--- src/rtl/srtf_preemptive_scheduler_macros.svh ---
// ----------------------------------------------------------------------------
// srtf scheduler assertion macros
// shared property wrappers for the scheduler checks
// ----------------------------------------------------------------------------
`ifndef SRTF_PREEMPTIVE_SCHEDULER_MACROS_SVH
`define SRTF_PREEMPTIVE_SCHEDULER_MACROS_SVH

// same-cycle implication under synchronous reset
`define SRTF_ASSERT_NOW(lbl, clk, rst_n, ante, cons, msg) \
    lbl: assert property (@(posedge clk) disable iff (!rst_n) (ante) |-> (cons)) \
        else $error(msg);

// next-cycle implication under synchronous reset
`define SRTF_ASSERT_NEXT(lbl, clk, rst_n, ante, cons, msg) \
    lbl: assert property (@(posedge clk) disable iff (!rst_n) (ante) |=> (cons)) \
        else $error(msg);

`endif

--- src/rtl/srtf_pkg.sv ---
// ----------------------------------------------------------------------------
// srtf scheduler package
// word types, cell hand-over types and shared constants
// ----------------------------------------------------------------------------
`timescale 1ns / 1ps
`default_nettype none

package srtf_pkg;

    localparam int MAX_PROCS_DEF = 16;
    localparam int TIME_BITS_DEF = 16;

    localparam int  CNT_W    = 5;
    localparam logic [CNT_W-1:0] DONE_MAX = 5'd31;

    localparam logic CMD_LOAD = 1'b0;
    localparam logic CMD_TICK = 1'b1;

    typedef struct packed {
        logic        cmd;
        logic [3:0]  slot;
        logic [15:0] proc_id;
        logic [15:0] arrival;
        logic [15:0] burst;
    } t_in;

    typedef struct packed {
        logic [15:0] tick_time;
        logic        idle;
        logic [3:0]  run_slot;
        logic [15:0] run_id;
        logic        new_block;
        logic        first_run;
        logic [15:0] begin_time;
        logic        finished;
        logic [15:0] finish_time;
        logic [15:0] turnaround;
        logic        all_done;
    } t_out;

    // best candidate so far, handed from cell to cell
    typedef struct packed {
        logic        found;
        logic [15:0] rem;
        logic [15:0] arr;
        logic [15:0] id;
        logic        started;
        logic [15:0] start;
    } t_cand;

    typedef struct packed {
        logic        en;
        logic [3:0]  slot;
        logic [15:0] id;
        logic [15:0] arr;
        logic [15:0] burst;
    } t_load;

    typedef struct packed {
        logic        en;
        logic [15:0] now;
    } t_commit;

endpackage

`default_nettype wire

--- src/rtl/srtf_cell.sv ---
// ----------------------------------------------------------------------------
// srtf scheduler cell
// holds one process slot and folds it into the best candidate passing by
// ----------------------------------------------------------------------------
`timescale 1ns / 1ps
`default_nettype none

module srtf_cell #(
    parameter int IDX       = 0,
    parameter int MAX_PROCS = srtf_pkg::MAX_PROCS_DEF,
    parameter int TIME_BITS = srtf_pkg::TIME_BITS_DEF,
    localparam int SW       = $clog2(MAX_PROCS)
) (
    input  wire                          i_clk,
    input  wire                          i_rst_n,
    input  wire [srtf_pkg::CNT_W-1:0]    i_n_eff,
    input  wire [TIME_BITS-1:0]          i_now,
    input  srtf_pkg::t_load              i_load,
    input  srtf_pkg::t_commit            i_commit,
    input  wire [SW-1:0]                 i_commit_slot,
    input  wire                          i_valid,
    input  srtf_pkg::t_cand              i_cand,
    input  wire [SW-1:0]                 i_slot,
    output logic                         o_valid,
    output srtf_pkg::t_cand              o_cand,
    output logic [SW-1:0]                o_slot
);

    logic [15:0] r_id;
    logic [15:0] r_arr;
    logic [15:0] r_rem;
    logic        r_started;
    logic [15:0] r_start;

    logic            r_valid;
    srtf_pkg::t_cand r_cand;
    logic [SW-1:0]   r_slot;

    srtf_pkg::t_cand self_cand;
    logic            self_ok;
    logic            take_self;
    logic            load_hit;
    logic            commit_hit;

    assign load_hit   = i_load.en && (32'(i_load.slot) == IDX);
    assign commit_hit = i_commit.en && (i_commit_slot == SW'(IDX));

    always_comb begin
        self_cand.found   = 1'b1;
        self_cand.rem     = r_rem;
        self_cand.arr     = r_arr;
        self_cand.id      = r_id;
        self_cand.started = r_started;
        self_cand.start   = r_start;
        self_ok = (32'(i_n_eff) > IDX) && (r_rem != 16'd0) &&
                  !(32'(r_arr) > 32'(i_now));
        // ties on remaining time go to the earlier arrival, then the lower slot
        take_self = self_ok && (!i_cand.found || (r_rem < i_cand.rem) ||
                    ((r_rem == i_cand.rem) && (r_arr < i_cand.arr)));
    end

    always_ff @(posedge i_clk) begin
        if (!i_rst_n) begin
            r_rem     <= '0;
            r_started <= 1'b0;
            r_valid   <= 1'b0;
        end else begin
            r_valid <= i_valid;
            if (load_hit) begin
                r_rem     <= i_load.burst;
                r_started <= 1'b0;
            end else if (commit_hit) begin
                r_rem <= r_rem - 16'd1;
                if (!r_started) begin
                    r_started <= 1'b1;
                end
            end
        end
    end

    always_ff @(posedge i_clk) begin
        if (load_hit) begin
            r_id  <= i_load.id;
            r_arr <= i_load.arr;
        end
        if (commit_hit && !r_started) begin
            r_start <= i_commit.now;
        end
        if (take_self) begin
            r_cand <= self_cand;
            r_slot <= SW'(IDX);
        end else begin
            r_cand <= i_cand;
            r_slot <= i_slot;
        end
    end

    assign o_valid = r_valid;
    assign o_cand  = r_cand;
    assign o_slot  = r_slot;

endmodule

`default_nettype wire

--- src/rtl/srtf_preemptive_scheduler.sv ---
// ----------------------------------------------------------------------------
// srtf preemptive scheduler
// shortest-remaining-time-first over a row of slot cells
// ----------------------------------------------------------------------------
// a load word is taken while idle and gives no result.
// a tick word sends a candidate along MAX_PROCS cells, one cell per cycle;
// its result strobes after the launch register, the cell row and the result register.
// a new word is taken only once the previous tick has left the cell row.
// busy stays high from the tick until its result; the receiver cannot stall.
// synchronous active-low reset clears times, counts, remaining times and flags.
`timescale 1ns / 1ps
`default_nettype none
`include "srtf_preemptive_scheduler_macros.svh"

module srtf_preemptive_scheduler #(
    parameter int MAX_PROCS = srtf_pkg::MAX_PROCS_DEF,
    parameter int TIME_BITS = srtf_pkg::TIME_BITS_DEF
) (
    input  wire                          i_clk,
    input  wire                          i_rst_n,
    input  wire                          start,
    output logic                         busy,
    input  srtf_pkg::t_in                i_item,
    input  wire                          i_cfg_we,
    input  wire [srtf_pkg::CNT_W-1:0]    i_cfg_data,
    output logic                         o_strobe,
    output srtf_pkg::t_out               o_result
);

    localparam int SW = $clog2(MAX_PROCS);

    typedef enum logic [1:0] {
        ST_IDLE = 2'b01,
        ST_SCAN = 2'b10
    } t_state;

    t_state r_state, n_state;

    logic [srtf_pkg::CNT_W-1:0] r_num_procs;
    logic [srtf_pkg::CNT_W-1:0] n_eff;
    logic [TIME_BITS-1:0]       r_time;
    logic [TIME_BITS-1:0]       fin;
    logic [SW-1:0]              r_last_slot;
    logic                       r_last_valid;
    logic [srtf_pkg::CNT_W-1:0] r_done, n_done;
    logic                       r_launch;
    logic                       r_strobe;
    srtf_pkg::t_out             r_result, n_result;

    logic                       accept;
    logic                       tail_valid;
    logic                       finish_now;
    srtf_pkg::t_cand            tail;
    logic [SW-1:0]              tail_slot;
    srtf_pkg::t_load            load;
    srtf_pkg::t_commit          commit;

    logic                       v_valid [MAX_PROCS+1];
    srtf_pkg::t_cand            v_cand  [MAX_PROCS+1];
    logic [SW-1:0]              v_slot  [MAX_PROCS+1];
    logic [MAX_PROCS:0]         valid_vec;

    assign busy   = (r_state == ST_SCAN);
    assign accept = start && !busy;

    // a register value above the slot count counts as the slot count
    assign n_eff = (32'(r_num_procs) > MAX_PROCS) ? srtf_pkg::CNT_W'(MAX_PROCS)
                                                  : r_num_procs;

    always_comb begin
        load.en    = accept && (i_item.cmd == srtf_pkg::CMD_LOAD);
        load.slot  = i_item.slot;
        load.id    = i_item.proc_id;
        load.arr   = i_item.arrival;
        load.burst = i_item.burst;
    end

    assign v_valid[0] = r_launch;
    assign v_cand[0]  = '0;
    assign v_slot[0]  = '0;

    generate
        for (genvar k = 0; k < MAX_PROCS; k++) begin : g_cell
            srtf_cell #(
                .IDX       (k),
                .MAX_PROCS (MAX_PROCS),
                .TIME_BITS (TIME_BITS)
            ) u_cell (
                .i_clk         (i_clk),
                .i_rst_n       (i_rst_n),
                .i_n_eff       (n_eff),
                .i_now         (r_time),
                .i_load        (load),
                .i_commit      (commit),
                .i_commit_slot (tail_slot),
                .i_valid       (v_valid[k]),
                .i_cand        (v_cand[k]),
                .i_slot        (v_slot[k]),
                .o_valid       (v_valid[k+1]),
                .o_cand        (v_cand[k+1]),
                .o_slot        (v_slot[k+1])
            );
        end
        for (genvar j = 0; j <= MAX_PROCS; j++) begin : g_vec
            assign valid_vec[j] = v_valid[j];
        end
    endgenerate

    assign tail_valid = v_valid[MAX_PROCS];
    assign tail       = v_cand[MAX_PROCS];
    assign tail_slot  = v_slot[MAX_PROCS];

    assign fin        = r_time + TIME_BITS'(1);
    assign finish_now = tail.found && (tail.rem == 16'd1);

    always_comb begin
        commit.en  = tail_valid && tail.found;
        commit.now = 16'(r_time);
    end

    always_comb begin
        n_done = r_done;
        if (finish_now && (r_done != srtf_pkg::DONE_MAX)) begin
            n_done = r_done + srtf_pkg::CNT_W'(1);
        end
        n_result           = '0;
        n_result.tick_time = 16'(r_time);
        n_result.idle      = !tail.found;
        if (tail.found) begin
            n_result.run_slot   = 4'(tail_slot);
            n_result.run_id     = tail.id;
            n_result.new_block  = !r_last_valid || (r_last_slot != tail_slot);
            n_result.first_run  = !tail.started;
            n_result.begin_time = tail.started ? tail.start : 16'(r_time);
            if (finish_now) begin
                n_result.finished    = 1'b1;
                n_result.finish_time = 16'(fin);
                n_result.turnaround  = 16'(fin - TIME_BITS'(tail.arr));
            end
        end
        n_result.all_done = (n_done >= n_eff);
    end

    always_comb begin
        n_state = r_state;
        unique case (r_state)
            ST_IDLE: begin
                if (accept && (i_item.cmd == srtf_pkg::CMD_TICK)) begin
                    n_state = ST_SCAN;
                end
            end
            ST_SCAN: begin
                if (tail_valid) begin
                    n_state = ST_IDLE;
                end
            end
            default: n_state = ST_IDLE;
        endcase
    end

    always_ff @(posedge i_clk) begin
        if (!i_rst_n) begin
            r_state      <= ST_IDLE;
            r_num_procs  <= '0;
            r_time       <= '0;
            r_last_slot  <= '0;
            r_last_valid <= 1'b0;
            r_done       <= '0;
            r_launch     <= 1'b0;
            r_strobe     <= 1'b0;
        end else begin
            r_state  <= n_state;
            r_launch <= accept && (i_item.cmd == srtf_pkg::CMD_TICK);
            r_strobe <= tail_valid;
            if (i_cfg_we) begin
                r_num_procs <= i_cfg_data;
            end
            if (tail_valid) begin
                r_time       <= fin;
                r_last_valid <= tail.found;
                r_done       <= n_done;
                if (tail.found) begin
                    r_last_slot <= tail_slot;
                end
            end
        end
    end

    always_ff @(posedge i_clk) begin
        if (tail_valid) begin
            r_result <= n_result;
        end
    end

    assign o_strobe = r_strobe;
    assign o_result = r_result;

    // only one candidate word travels the row at a time
    `SRTF_ASSERT_NOW(a_one_token, i_clk, i_rst_n, 1'b1, $onehot0(valid_vec),
        "more than one candidate in the cell row")
    `SRTF_ASSERT_NOW(a_idle_empty, i_clk, i_rst_n, !busy, valid_vec[MAX_PROCS:1] == '0,
        "candidate in the cell row while not busy")
    `SRTF_ASSERT_NEXT(a_tail_result, i_clk, i_rst_n, busy && tail_valid,
        o_strobe && !busy, "row tail did not produce a result")
    `SRTF_ASSERT_NOW(a_strobe_idle, i_clk, i_rst_n, o_strobe, !busy && $past(busy),
        "result strobe outside the end of a tick")

endmodule

`default_nettype wire
--- config.mk ---
export PLATFORM = sky130hd
export DESIGN_NAME = srtf_preemptive_scheduler
export DESIGN_NICKNAME = d
export VERILOG_FILES = /design/src/rtl/srtf_pkg.sv /design/src/rtl/srtf_cell.sv /design/src/rtl/srtf_preemptive_scheduler.sv
export VERILOG_INCLUDE_DIRS = /design/src /design/src/rtl
export SDC_FILE = /design/constraint.sdc
export NUM_CORES = 2
export LEC_CHECK = 0
export BUFFER_PORTS_ARGS = -buffer_cell sky130_fd_sc_hd__buf_4
export CAP_MARGIN = 15
export CORE_MARGIN = 1.5
export CORE_UTILIZATION = 67
export CTS_BUF_LIST = sky130_fd_sc_hd__clkbuf_2 sky130_fd_sc_hd__clkbuf_4 sky130_fd_sc_hd__clkbuf_8
export DETAILED_ROUTE_END_ITERATION = 10
export PLACE_DENSITY = 0.84
export SLEW_MARGIN = 15
export SYNTH_ARGS = -nofsm -noshare
export SYNTH_HDL_FRONTEND = slang
export SYNTH_SLANG_ARGS = --single-unit
--- constraint.sdc ---
create_clock -name i_clk -period 8.7 [get_ports i_clk]
set_clock_uncertainty 0.05 [all_clocks]
set_input_delay 1.74 -clock i_clk [delete_from_list [all_inputs] [get_ports i_clk]]
set_output_delay 1.74 -clock i_clk [all_outputs]
set_load 0.005 [all_outputs]
==> results list <==
- The clock passes through at most 4 buffers.
- Most frequently used cell type in the post-synthesis netlist: dfxtp_1
- Final routed wirelength across all metal layers: 247 mm
- Once placement finished, the instance area stood at just under 100,000 sq um.
- Cell area after technology mapping: 95,100 sq um
* CP required: 9.53 ns
- Worst slew pin tran: 1.31 ns
- Vias in the first global route: about 63,000
* Maxcap violations: 0
- Clock-pin slew was measured on the worst setup and hold paths at 0.06 ns.
* EDFF count, synth: around 860
- The worst setup path is launched from a flip-flop.
* Cell-by-cell trace of the critical path: inv_1 -> buf_4 -> ha_1 -> nand4_1 -> nor4_1 -> a21boi_0 -> or4_1 -> a221oi_1 -> a21boi_4 -> buf_4 -> mux2_2
- After layout, the design draws a total of 22.8 mW.
- The critical path is of the flip-flop to flip-flop type.
* Top area cells in the synthesized netlist: dfxtp_1 (30%), edfxtp_1 (27%), mux2_2 (11%), ha_1 (10%), inv_1 (2.4%)
* Highest achievable clock rate: 0.194 GHz
- Initial core utilization: 0.674
* Die Wd: between 300 and 400 microns
- Count of routing violations after the opening detailed-route iteration: 5,886
- RSZ-0062 raised after global routing: no
* Finished Core Util: 0.751
* Placement Rows: 138
* Sequential cell area fraction in the yosys report: 0.571
- List of most frequent post-synthesis cells: dfxtp_1 (1,428), mux2_2 (941), edfxtp_1 (857)
* Global router's overall resource usage: 0.338
- The floorplan step defined a die boundary enclosing 144,000 sq um.
- Post-Place Setup Slack: 3.68 ns
- Count of endpoints failing setup in the final report: 0
* Final HPWL from detailed placement: 164 mm
* Post-detailed-route via-to-cell ratio: 6.09
- Wire length of the first global-routing pass: ~370 mm
- Buffer cell driving the clock tree root: clkbuf_8
* Number of buffers added by the clock tree synthesis step: roughly 370
- Share of final-layout standard cells stronger than drive strength 1: 0.224
- Cell Pwr Density: 215 nW/um^2
- Once the clock tree was built, the resizer swapped 0 gates to a different size.
- Counting every net in the synthesized netlist gives 8,613.
- I/O pin total: 153
- Post-Synthesis Cells: 7,790
- Fin worst setup slack: between 3 and 4 ns
- DRC violations left: 0
* First-pass detailed-route iteration total: 6
- Buffers added to address setup during post-CTS repair amount to 0.
* Kind of end point of the critical path: flip-flop
- Data arrives at the worst endpoint at roughly 6.0 ns.
* Worst max-slew margin expressed relative to the limit: 0.120
- Clock sinks: roughly 2,300
- The max-slew violation total from the final report came to 0.
* Final cell area excluding filler cells: 106,000 sq um
- Total count of hold-check failures in the final report: 0
* Die height: 380 microns
* Worst vdd ir: 0.245 mV
- Core Footprint: 141,000 sq um
- Summed over all instances, the cell type with the most area after synthesis is dfxtp_1.
- Portion of the clock cycle consumed by the worst path in the final layout: 0.593
* Latest clock arrival within the worst-skew pair: 1.04 ns
- Dominant register cell in the synthesized netlist: dfxtp_1
- The critical path contains buffers and inverters numbering 3 combined.
- Number of routed nets with antenna violations: 0
- Asr flop ratio synth: 0
- Number of antenna violations at the first check in global routing: 9
- The synthesized design contains 2,285 register bits.
- The flow ran to the end, and the final reports show no timing, DRC or antenna violations.
* Overall via count from detail_route: 62,900
- During synthesis, Yosys emitted a total of 0 warnings.
* Maximum number of pins on one net before global-route repair: approximately 180
- The clock tree synthesis step divided the H-tree into 5 levels.
- Layout overhead on the synthesized area: 11.5%
- Routed len/inst: 23.9 microns
- TritonCTS built the clock tree.
* Final-stage net count: around 9,000
- Routability-driven placement finished with a final weighted congestion of between 0.9 and 1.
* Static leakage: 42.2 nW
- Cell repeated most along the worst path: buf_4
- Buffers inserted to repair hold after CTS numbered 0.
* Largest driver fanout on the critical path: 44
* Number of buffers inserted by port buffering: 152
- Post-layout instance count excluding filler cells: 10,300
* Critical Path Max Stage Delay: 0.85 ns
- Period minus WS final: slightly above 5 ns
* Class of the most critical hold timing path: flip-flop to flip-flop
* Cell with the biggest individual delay on the critical path: a21boi_4
- On the final layout, the worst hold slack is 0.342 ns.
- Overflow left after global routing: 0
- Once placement completed, the tool counted placed cells totaling 9,670.
* Gate family responsible for the most delay along the worst path: compound AO/OA/AOI/OAI gates
* Post-Synthesis Mean Instance Area: 12.2 sq um
- The netlist uses 76 different library cells.
- Total negative slack for setup checks: 0 ns
* Fraction of post-synthesis cell area in the top cell type by area: 0.300
==> report_power, final <==
group          internal [mW]  switching, mW
Clock                   5.28           4.26
Combinational          0.627          0.832
Sequential              11.5          0.242
==> worst reg2reg max path, cell delays in order, from the launching register on <==
cell      delay (ns)
dfxtp_1         0.80
inv_1           0.14
buf_4           0.28
ha_1            0.38
nand4_1         0.14
nor4_1          0.10
a21boi_0        0.14
or4_1           0.54
a221oi_1        0.36
a21boi_4        0.85
buf_4           0.74
mux2_2          0.52
==> path summary, 6_finish.rpt <==
kind | startpoint | to | slack, ns | cells after the start
setup / recovery | r_time[15] | g_cell[2].u_cell.o_cand[3] | 3.54 | 11
hold / removal | g_cell[8].u_cell.o_slot[0] | g_cell[9].u_cell.o_slot[0] | 0.34 | 1
setup reg to reg | r_time[15] | g_cell[2].u_cell.o_cand[3] | 3.54 | 11
hold reg to reg | g_cell[8].u_cell.o_slot[0] | g_cell[9].u_cell.o_slot[0] | 0.34 | 1
==> metal layers <==
metal / GRT usage / vias to the layer above / part of all wire / wire length [microns]
met4: 0.142 / 8 / 0.041 / 10100
li1: - / 28600 / - / -
met2: 0.548 / 2846 / 0.47 / 116000
met1: 0.454 / 30700 / 0.41 / 102000
met5: 0 / - / 0.00023 / 56
met3: 0.0530 / 710 / 0.080 / 19700
==> state kept, by name, summed over array words and instances (netlist names) <==
signal / flops
g_cell.u_cell.r_started: 16
r_done: 5
g_cell.u_cell.r_rem: 256
g_cell.u_cell.r_start: 256
o_result: 89
g_cell.u_cell.r_arr: 256
o_strobe: 1
g_cell.u_cell.o_valid: 16
g_cell.u_cell.r_id: 256
g_cell.u_cell.o_slot: 49
r_state: 2
r_launch: 1
g_cell.u_cell.o_cand: 1056
r_num_procs: 5
r_last_slot: 4
r_last_valid: 1
r_time: 16
==> kinds of logic after synthesis <==
kind of cell             Yosys count  share of synthesized area
AO/OA/AOI/OAI                    965                     0.0653
XOR/XNOR                         292                     0.0269
adder cells (fa/ha/maj)          761                      0.100
buffers and inverters            873                     0.0359
flip-flops                      2285                      0.571
multiplexers                     997                      0.117
AND/OR/NAND/NOR                 1617                     0.0834
==> placed cells by master, fill, tap and decap left out, types with 24 or more instances in the layout <==
cell / count
clkbuf_4: 140
xor2_1: 108
o21ai_0: 155
inv_1: 589
nand3_1: 91
or4_1: 24
mux2_2: 941
clkinv_1: 24
nand2b_1: 46
buf_4: 258
nor3_1: 81
a211oi_1: 242
dfxtp_1: 1426
ha_1: 760
clkinv_2: 55
a21o_1: 76
or3_1: 34
nand2_1: 331
nor2_1: 524
edfxtp_1: 857
nand4_1: 132
a21oi_1: 305
clkbuf_8: 435
nor4_1: 68
and2_1: 69
mux2i_1: 40
xnor2_1: 184
nor2b_1: 113
o211ai_1: 45
==> cell type report <==
cell class,instances,area [sq um]
timing repair buffer,260,1960
antenna,7,17.5
multi-input combinational,4632,37600
clock inverter,79,524
tap,1890,2360
sequential,2285,54300
clock buffer,574,7030
fill,8638,35100
inverter,604,2270
No activity file was read; power rests on OpenSTA's default activity.
